$ cat config.mk
export PLATFORM = sky130hd
export DESIGN_NAME = bolt_session_state_machine_flat
export DESIGN_NICKNAME = d
export VERILOG_FILES = /design/src/bss_pkg.sv /design/src/bss_in_if.sv /design/src/bss_out_if.sv /design/src/bss_next.sv /design/src/bolt_session_state_machine.sv /design/src/flat_wrapper.sv
export SDC_FILE = /design/constraint.sdc
export NUM_CORES = 1
export LEC_CHECK = 0
export BUFFER_PORTS_ARGS = -buffer_cell sky130_fd_sc_hd__buf_2
export CAP_MARGIN = 5
export CORE_UTILIZATION = 56
export CTS_CLUSTER_DIAMETER = 60
export DETAILED_ROUTE_END_ITERATION = 8
export GPL_TIMING_DRIVEN = 1
export PLACE_DENSITY = 0.74
export SYNTH_ARGS = -nofsm -noshare
export SYNTH_HDL_FRONTEND = slang
export SYNTH_SLANG_ARGS = --single-unit
export TNS_END_PERCENT = 20
$ cat constraint.sdc
create_clock -name clk -period 5.1 [get_ports clk]
set_clock_uncertainty 0.15 [all_clocks]
set_input_delay 0.51 -clock clk [delete_from_list [all_inputs] [get_ports clk]]
set_output_delay 0.51 -clock clk [all_outputs]
set_load 0.05 [all_outputs]
$ cat src/bss_pkg.sv
`timescale 1ns / 1ps

package bss_pkg;

  // session states, one-hot
  typedef enum logic [8:0] {
    ST_NEG   = 9'b000000001,
    ST_AUTH  = 9'b000000010,
    ST_READY = 9'b000000100,
    ST_STRM  = 9'b000001000,
    ST_TXRD  = 9'b000010000,
    ST_TXST  = 9'b000100000,
    ST_FAIL  = 9'b001000000,
    ST_INTR  = 9'b010000000,
    ST_DEAD  = 9'b100000000
  } state_t;

  // state codes as seen on the result channel
  localparam logic [3:0] SC_NEG   = 4'd0;
  localparam logic [3:0] SC_AUTH  = 4'd1;
  localparam logic [3:0] SC_READY = 4'd2;
  localparam logic [3:0] SC_STRM  = 4'd3;
  localparam logic [3:0] SC_TXRD  = 4'd4;
  localparam logic [3:0] SC_TXST  = 4'd5;
  localparam logic [3:0] SC_FAIL  = 4'd6;
  localparam logic [3:0] SC_INTR  = 4'd7;
  localparam logic [3:0] SC_DEAD  = 4'd8;

  // request kinds
  localparam logic [3:0] OP_HELLO    = 4'd0;
  localparam logic [3:0] OP_LOGON    = 4'd1;
  localparam logic [3:0] OP_LOGOFF   = 4'd2;
  localparam logic [3:0] OP_RUN      = 4'd3;
  localparam logic [3:0] OP_BEGIN    = 4'd4;
  localparam logic [3:0] OP_ROUTE    = 4'd5;
  localparam logic [3:0] OP_RESET    = 4'd6;
  localparam logic [3:0] OP_GOODBYE  = 4'd7;
  localparam logic [3:0] OP_PULL     = 4'd8;
  localparam logic [3:0] OP_DISCARD  = 4'd9;
  localparam logic [3:0] OP_COMMIT   = 4'd10;
  localparam logic [3:0] OP_ROLLBACK = 4'd11;

  // response kinds
  localparam logic [1:0] RK_SUCCESS = 2'd0;
  localparam logic [1:0] RK_FAILURE = 2'd1;
  localparam logic [1:0] RK_IGNORED = 2'd2;
  localparam logic [1:0] RK_RECORD  = 2'd3;

  // outcome of one transition
  typedef struct packed {
    state_t nxt;
    logic   bad;
  } trans_t;

  function automatic logic [3:0] state_code(state_t s);
    logic [3:0] c;
    c = SC_DEAD;
    unique case (s)
      ST_NEG:   c = SC_NEG;
      ST_AUTH:  c = SC_AUTH;
      ST_READY: c = SC_READY;
      ST_STRM:  c = SC_STRM;
      ST_TXRD:  c = SC_TXRD;
      ST_TXST:  c = SC_TXST;
      ST_FAIL:  c = SC_FAIL;
      ST_INTR:  c = SC_INTR;
      ST_DEAD:  c = SC_DEAD;
      default:  c = SC_DEAD;
    endcase
    return c;
  endfunction

endpackage

$ cat src/bss_in_if.sv
`timescale 1ns / 1ps

interface bss_in_if;
  logic       valid;
  logic       ready;
  logic [3:0] opcode;
  logic [1:0] response_kind;
  logic       interrupt_event;

  modport source (output valid, output opcode, output response_kind,
                  output interrupt_event, input ready);
  modport sink   (input valid, input opcode, input response_kind,
                  input interrupt_event, output ready);
endinterface

$ cat src/bss_out_if.sv
`timescale 1ns / 1ps

interface bss_out_if;
  logic       valid;
  logic       ready;
  logic [3:0] session_state;
  logic       illegal;

  modport source (output valid, output session_state, output illegal, input ready);
  modport sink   (input valid, input session_state, input illegal, output ready);
endinterface

$ cat src/bss_next.sv
`timescale 1ns / 1ps

module bss_next (
  input  bss_pkg::state_t state,
  input  logic [3:0]      opcode,
  input  logic [1:0]      response_kind,
  input  logic            interrupt_event,
  output bss_pkg::trans_t res
);

  // success or failure picks a state, anything else is not allowed
  function automatic bss_pkg::trans_t pick_sf(logic [1:0] rk, bss_pkg::state_t s,
                                              bss_pkg::state_t f);
    bss_pkg::trans_t t;
    t.nxt = s;
    t.bad = 1'b0;
    if (rk == bss_pkg::RK_FAILURE) begin
      t.nxt = f;
    end else if (rk != bss_pkg::RK_SUCCESS) begin
      t.bad = 1'b1;
    end
    return t;
  endfunction

  // only an ignored response is allowed
  function automatic bss_pkg::trans_t pick_ig(logic [1:0] rk, bss_pkg::state_t d);
    bss_pkg::trans_t t;
    t.nxt = d;
    t.bad = (rk != bss_pkg::RK_IGNORED);
    return t;
  endfunction

  function automatic bss_pkg::trans_t go(bss_pkg::state_t d);
    bss_pkg::trans_t t;
    t.nxt = d;
    t.bad = 1'b0;
    return t;
  endfunction

  bss_pkg::trans_t tab;
  bss_pkg::trans_t nope;

  // per-state transition tables
  always_comb begin
    nope.nxt = state;
    nope.bad = 1'b1;
    tab      = nope;
    unique case (state)
      bss_pkg::ST_NEG: begin
        if (opcode == bss_pkg::OP_HELLO)
          tab = pick_sf(response_kind, bss_pkg::ST_AUTH, bss_pkg::ST_DEAD);
      end
      bss_pkg::ST_AUTH: begin
        if (opcode == bss_pkg::OP_LOGON)
          tab = pick_sf(response_kind, bss_pkg::ST_READY, bss_pkg::ST_DEAD);
      end
      bss_pkg::ST_READY: begin
        case (opcode)
          bss_pkg::OP_LOGOFF:
            tab = pick_sf(response_kind, bss_pkg::ST_AUTH, bss_pkg::ST_FAIL);
          bss_pkg::OP_RUN:
            tab = pick_sf(response_kind, bss_pkg::ST_STRM, bss_pkg::ST_FAIL);
          bss_pkg::OP_BEGIN:
            tab = pick_sf(response_kind, bss_pkg::ST_TXRD, bss_pkg::ST_FAIL);
          bss_pkg::OP_ROUTE:
            if (response_kind == bss_pkg::RK_SUCCESS) tab = go(bss_pkg::ST_READY);
          bss_pkg::OP_RESET:   tab = go(bss_pkg::ST_READY);
          bss_pkg::OP_GOODBYE: tab = go(bss_pkg::ST_DEAD);
          default:             tab = nope;
        endcase
      end
      bss_pkg::ST_STRM: begin
        case (opcode) inside
          bss_pkg::OP_PULL, bss_pkg::OP_DISCARD:
            tab = pick_sf(response_kind, bss_pkg::ST_READY, bss_pkg::ST_FAIL);
          bss_pkg::OP_RESET:   tab = go(bss_pkg::ST_READY);
          bss_pkg::OP_GOODBYE: tab = go(bss_pkg::ST_DEAD);
          default:             tab = nope;
        endcase
      end
      bss_pkg::ST_TXRD: begin
        case (opcode) inside
          bss_pkg::OP_RUN:
            tab = pick_sf(response_kind, bss_pkg::ST_TXST, bss_pkg::ST_FAIL);
          bss_pkg::OP_COMMIT, bss_pkg::OP_ROLLBACK:
            tab = pick_sf(response_kind, bss_pkg::ST_READY, bss_pkg::ST_FAIL);
          bss_pkg::OP_RESET:   tab = go(bss_pkg::ST_READY);
          bss_pkg::OP_GOODBYE: tab = go(bss_pkg::ST_DEAD);
          default:             tab = nope;
        endcase
      end
      bss_pkg::ST_TXST: begin
        case (opcode) inside
          bss_pkg::OP_RUN, bss_pkg::OP_PULL:
            tab = pick_sf(response_kind, bss_pkg::ST_TXST, bss_pkg::ST_FAIL);
          bss_pkg::OP_COMMIT:
            tab = pick_sf(response_kind, bss_pkg::ST_READY, bss_pkg::ST_FAIL);
          bss_pkg::OP_DISCARD:
            tab = pick_sf(response_kind, bss_pkg::ST_TXRD, bss_pkg::ST_FAIL);
          bss_pkg::OP_RESET:   tab = go(bss_pkg::ST_READY);
          bss_pkg::OP_GOODBYE: tab = go(bss_pkg::ST_DEAD);
          default:             tab = nope;
        endcase
      end
      bss_pkg::ST_FAIL: begin
        case (opcode) inside
          bss_pkg::OP_RUN, bss_pkg::OP_PULL, bss_pkg::OP_DISCARD:
            tab = pick_ig(response_kind, bss_pkg::ST_FAIL);
          bss_pkg::OP_RESET:   tab = go(bss_pkg::ST_READY);
          bss_pkg::OP_GOODBYE: tab = go(bss_pkg::ST_DEAD);
          default:             tab = nope;
        endcase
      end
      bss_pkg::ST_INTR: begin
        case (opcode) inside
          bss_pkg::OP_RUN, bss_pkg::OP_PULL, bss_pkg::OP_DISCARD,
          bss_pkg::OP_BEGIN, bss_pkg::OP_COMMIT, bss_pkg::OP_ROLLBACK:
            tab = pick_ig(response_kind, bss_pkg::ST_FAIL);
          bss_pkg::OP_RESET:
            tab = pick_sf(response_kind, bss_pkg::ST_READY, bss_pkg::ST_DEAD);
          bss_pkg::OP_GOODBYE: tab = go(bss_pkg::ST_DEAD);
          default:             tab = nope;
        endcase
      end
      default: tab = nope;
    endcase
  end

  // interrupt first, then record responses, then the tables
  always_comb begin
    res.nxt = state;
    res.bad = 1'b0;
    if (interrupt_event) begin
      if (state == bss_pkg::ST_DEAD || !$onehot(state)) res.bad = 1'b1;
      else res.nxt = bss_pkg::ST_INTR;
    end else if (response_kind != bss_pkg::RK_RECORD) begin
      res.bad = tab.bad;
      if (!tab.bad) res.nxt = tab.nxt;
    end
  end

endmodule

$ cat src/bolt_session_state_machine.sv
`timescale 1ns / 1ps

// path: a request beat waits in the request register, then its result waits in the result register
// throughput: one request beat per cycle while the result side keeps taking beats
// the session state is the only loop: it is looked up combinationally and updated on advance
// reset: synchronous, active low; state returns to negotiation and both the
// request register and the result register are emptied
module bolt_session_state_machine (
  input  logic       clk,
  input  logic       rst_n,
  bss_in_if.sink     in_ch,
  bss_out_if.source  out_ch
);

  logic            in_vld_r;
  logic [3:0]      op_r;
  logic [1:0]      rk_r;
  logic            irq_r;
  bss_pkg::state_t state_r;
  logic            out_vld_r;
  logic [3:0]      out_state_r;
  logic            out_ill_r;
  logic            advance;
  bss_pkg::trans_t res;

  // request register moves on when the result register is free or being drained
  assign advance     = in_vld_r && (!out_vld_r || out_ch.ready);
  assign in_ch.ready = !in_vld_r || advance;

  // request register
  always_ff @(posedge clk) begin
    if (!rst_n) begin
      in_vld_r <= 1'b0;
    end else if (in_ch.valid && in_ch.ready) begin
      in_vld_r <= 1'b1;
    end else if (advance) begin
      in_vld_r <= 1'b0;
    end
  end

  always_ff @(posedge clk) begin
    if (in_ch.valid && in_ch.ready) begin
      op_r  <= in_ch.opcode;
      rk_r  <= in_ch.response_kind;
      irq_r <= in_ch.interrupt_event;
    end
  end

  // transition lookup
  bss_next u_next (
    .state           (state_r),
    .opcode          (op_r),
    .response_kind   (rk_r),
    .interrupt_event (irq_r),
    .res             (res)
  );

  // session state
  always_ff @(posedge clk) begin
    if (!rst_n) begin
      state_r <= bss_pkg::ST_NEG;
    end else if (advance) begin
      state_r <= res.nxt;
    end
  end

  // result register
  always_ff @(posedge clk) begin
    if (!rst_n) begin
      out_vld_r <= 1'b0;
    end else if (advance) begin
      out_vld_r <= 1'b1;
    end else if (out_ch.ready) begin
      out_vld_r <= 1'b0;
    end
  end

  always_ff @(posedge clk) begin
    if (advance) begin
      out_state_r <= bss_pkg::state_code(res.nxt);
      out_ill_r   <= res.bad;
    end
  end

  assign out_ch.valid         = out_vld_r;
  assign out_ch.session_state = out_state_r;
  assign out_ch.illegal       = out_ill_r;

`ifndef SYNTH
  // a refused event never moves the session
  a_bad_keeps_state: assert property (@(posedge clk) disable iff (!rst_n)
    advance && res.bad |=> state_r == $past(state_r))
    else $error("state moved on an illegal event");

  // the result beat carries the state just stored
  a_result_matches: assert property (@(posedge clk) disable iff (!rst_n)
    advance |=> out_vld_r && out_state_r == bss_pkg::state_code(state_r))
    else $error("result beat disagrees with session state");

  // an empty result register never blocks the request side
  a_no_false_stall: assert property (@(posedge clk) disable iff (!rst_n)
    !out_vld_r |-> in_ch.ready)
    else $error("request side stalled with result register empty");

  // an interrupt outside defunct always lands in interrupted
  a_irq_enters: assert property (@(posedge clk) disable iff (!rst_n)
    advance && irq_r && state_r != bss_pkg::ST_DEAD |=>
      state_r == bss_pkg::ST_INTR && !out_ill_r)
    else $error("interrupt did not enter interrupted state");
`endif

endmodule
$ cat src/flat_wrapper.sv
// flat-port wrapper written by rule: the top's interface ports become plain ports
module bolt_session_state_machine_flat 
  (clk, rst_n, in_ch_valid, in_ch_opcode, in_ch_response_kind, in_ch_interrupt_event, in_ch_ready, out_ch_valid, out_ch_session_state, out_ch_illegal, out_ch_ready);
  bss_in_if in_ch_i ();
  bss_out_if out_ch_i ();
  input  logic clk;
  input  logic rst_n;
  input wire logic [$bits(in_ch_i.valid)-1:0] in_ch_valid;
  input wire logic [$bits(in_ch_i.opcode)-1:0] in_ch_opcode;
  input wire logic [$bits(in_ch_i.response_kind)-1:0] in_ch_response_kind;
  input wire logic [$bits(in_ch_i.interrupt_event)-1:0] in_ch_interrupt_event;
  output wire logic [$bits(in_ch_i.ready)-1:0] in_ch_ready;
  output wire logic [$bits(out_ch_i.valid)-1:0] out_ch_valid;
  output wire logic [$bits(out_ch_i.session_state)-1:0] out_ch_session_state;
  output wire logic [$bits(out_ch_i.illegal)-1:0] out_ch_illegal;
  input wire logic [$bits(out_ch_i.ready)-1:0] out_ch_ready;
  assign in_ch_i.valid = in_ch_valid;
  assign in_ch_i.opcode = in_ch_opcode;
  assign in_ch_i.response_kind = in_ch_response_kind;
  assign in_ch_i.interrupt_event = in_ch_interrupt_event;
  assign in_ch_ready = in_ch_i.ready;
  assign out_ch_valid = out_ch_i.valid;
  assign out_ch_session_state = out_ch_i.session_state;
  assign out_ch_illegal = out_ch_i.illegal;
  assign out_ch_i.ready = out_ch_ready;
  bolt_session_state_machine u_core (.clk(clk), .rst_n(rst_n), .in_ch(in_ch_i), .out_ch(out_ch_i));
endmodule
==> metrics <==
status finished, final reports clean; first-pass GRT wire length about 12 mm; Overall Power between 0.0006 and 0.0007 W; FFs w/ async S/R, synth 0%; crit end category register; Resized Gates After CTS 0; IO buf count 17; Primary FF master, synth edfxtp_1; Net Sw Power around 0.00025 W; via count 2619; sw frac 40.7%; # IOs 18; Final ANT Viol Nets 0; Logic pwr share between 40 and 50%; Peak VDD IR 0.159 mV; Period minus WS final 4.82 ns; Post CTS Setup Buffer Count 0; vias in the first global route around 2400; fmax 0.207 GHz; CTS Buffer Depth 2; root buf cell clkbuf_8; wire length per cell between 15 and 20 um; Mapped Cells roughly 330; Startpoint Class register; Layout area overhead 4.90%; DR iter-0 viols between 300 and 400; P_leak approximately 1.0 nW; Setup Viol. Count Final 0; Clk Latency, worst-skew pair approximately 0.28 ns; Max-Cap Viols 0; Final GP Congestion between 0.9 and 1; Worst-path clk slew 0.09 ns; critical path's largest stage delay 0.54 ns; CORE AREA between 4000 and 5000 sq um; Placed Area between 2000 and 3000 sq um; Max FO, Critical Path 9; drt first pass iters 5; CP Data Arrival Time 4.81 ns; Post-Syn Area ~2600 sq um; CP max stage cell fa_1; CP Class register to register; Setup TNS 0 ns; WL final 7.22 mm; share of power burned in the clock network around 20%; # fillers between 400 and 500; Max Slew Vio Count 0; Distinct cells, synth between 70 and 80; Syn Nets ~350; Crit path required time roughly 5.1 ns; CP cell instances inv_1 > fa_1 > fa_1 > fa_1 > inv_1 > fa_1 > inv_1 > fa_1 > and3_1 > nand3_2 > inv_1 > o31a_1 > xor2_1 > or4_1 > a21oi_1; Power Density between 200 and 250 nW/um^2; most frequent cells in the layout nor2_1 (31), nand2_1 (24), inv_1 (21), a21oi_1 (20), buf_2 (17); gr ovfl total 0; overall die width 70.2 um; Post-synth EDFFs 12; Hold Crit Class input port to register; Ys Warns 0; vias per cell around 7; hold_buf cts 0; Setup Slack @ Placement roughly 0.094 ns; commonest non-fill, non-tap cell in the layout nor2_1; Worst Setup Slack, final around 0.28 ns; nets between 300 and 400; Starting Density around three fifths; Synth area leaders edfxtp_1 (14%), dfxtp_1 (8.5%), nor2_1 (4.5%); largest net degree at the start of global routing 28; antenna violations before repair 0; Seq pwr share between 30% and 40%; cell taking the most area after synthesis edfxtp_1; Seq/Total Area, Yosys approximately 22%; Internal Dissipation approximately 0.00037 W; Yosys reg bits 23; number of core rows 24; Worst path most repeated cell fa_1; Fin. Hold Viols 0; worst-margin pin slew between 0.8 and 0.9 ns; gr usage total between 30% and 40%; Antenna diodes 0; crit share post-route approximately 95%; top-area cell type share of the netlist area between 10% and 20%; H-tree levels 1; Mapped Avg Cell Area about 7.9 sq um; DRC Markers 0; Final Instance Area between 2000 and 3000 sq um; die height 70.2 um; CTS tree yes; clk sinks 23; die area approximately 4900 sq um; RSZ-0062 raised after global routing false; layout cells sized above 1 between 15 and 20%; cts bufs inserted 3; Rel. slew slack 42.1%; post-detail-place hpwl between 5 and 6 mm
[metal layers]
metal,GRT usage [%],routed length (um)
met1,44.4,3140
met4,10.0,179
met3,3.32,657
met2,46.3,3240
met5,0,0
[synth_stat cells, types with 4 or more instances]
master	n
o22ai_1	7
a21o_1	4
nand4_1	7
nand3_1	11
nor3b_1	5
nand2_1	25
dfxtp_1	11
edfxtp_1	12
fa_1	5
buf_2	10
nor2b_1	16
nor2_1	31
a21oi_1	20
and2_1	5
nand2b_1	6
clkbuf_1	9
nor4_1	4
nor3_1	6
a211oi_1	9
ha_1	5
o2111ai_1	5
nand3b_1	4
inv_1	21
o21ai_0	14
[layout make-up]
cell class	count	area, sq um	area share, %
Clock buffer	3	41.3	1.51
Clock inverter	1	5.00	0.183
Inverter	21	78.8	2.89
Multi-Input combinational cell	264	1840	67.5
Sequential cell	23	583	21.3
Tap cell	52	65.1	2.38
Timing Repair Buffer	21	115	4.21
[cell families after synthesis]
kind of cell | count (synthesis) | share of synthesized area [%]
and+or+nand+nor | 152 | 35.4
AOI/OAI and AO/OA | 92 | 24.4
buffers and inverters | 44 | 7.54
DFF | 23 | 22.3
adders and majority gates | 10 | 6.25
muxes | 6 | 2.79
xor gates and xnor gates | 4 | 1.35
[critical path, delay by kind of cell (launching register included)]
kind	cells	cell delay, ns
xor gates and xnor gates	1	0.17
AOI/OAI and AO/OA	2	0.50
and+or+nand+nor	3	0.69
adders and majority gates	5	2.41
buffers and inverters	4	0.36
DFF	1	0.39
[flip-flops by register name (all words and copies together), names as in the netlist]
name	cells
u_core.op_r	4
u_core.irq_r	1
u_core.in_vld_r	1
u_core.state_r	9
u_core.out_ch.illegal	1
u_core.rk_r	2
u_core.out_ch.session_state	4
u_core.out_ch.valid	1
[worst paths after layout]
check | startpoint | endpoint | slack, ns | cells after the start
worst min-delay path | in_ch_opcode[1] | u_core.op_r[1] | 0.25 | 1
worst min register to register | u_core.state_r[0] | u_core.state_r[0] | 0.34 | 2
worst max register to register | u_core.state_r[1] | u_core.out_ch.session_state[1] | 0.28 | 15
worst max-delay path | u_core.state_r[1] | u_core.out_ch.session_state[1] | 0.28 | 15
[stage by stage]
step,hold slack [ns],std cells,util [%]
2_1_floorplan,0.315,331,-
3_3_place_gp,0.332,381,60.4
3_5_place_dp,0.345,381,60.4
4_1_cts,0.248,385,61.5
5_1_grt,0.240,385,61.9
6_report,0.248,385,61.9
[power by group through the flow]
stage               registers, W  logic [W]  clock network [W]
floorplan               0.000239   0.000201                  0
global placement        0.000236   0.000255                  0
detailed placement      0.000237   0.000256                  0
CTS                     0.000233   0.000257           0.000122
global route            0.000235   0.000292           0.000128
finish                  0.000234   0.000268           0.000121
Power figures use the tool's default switching activity.
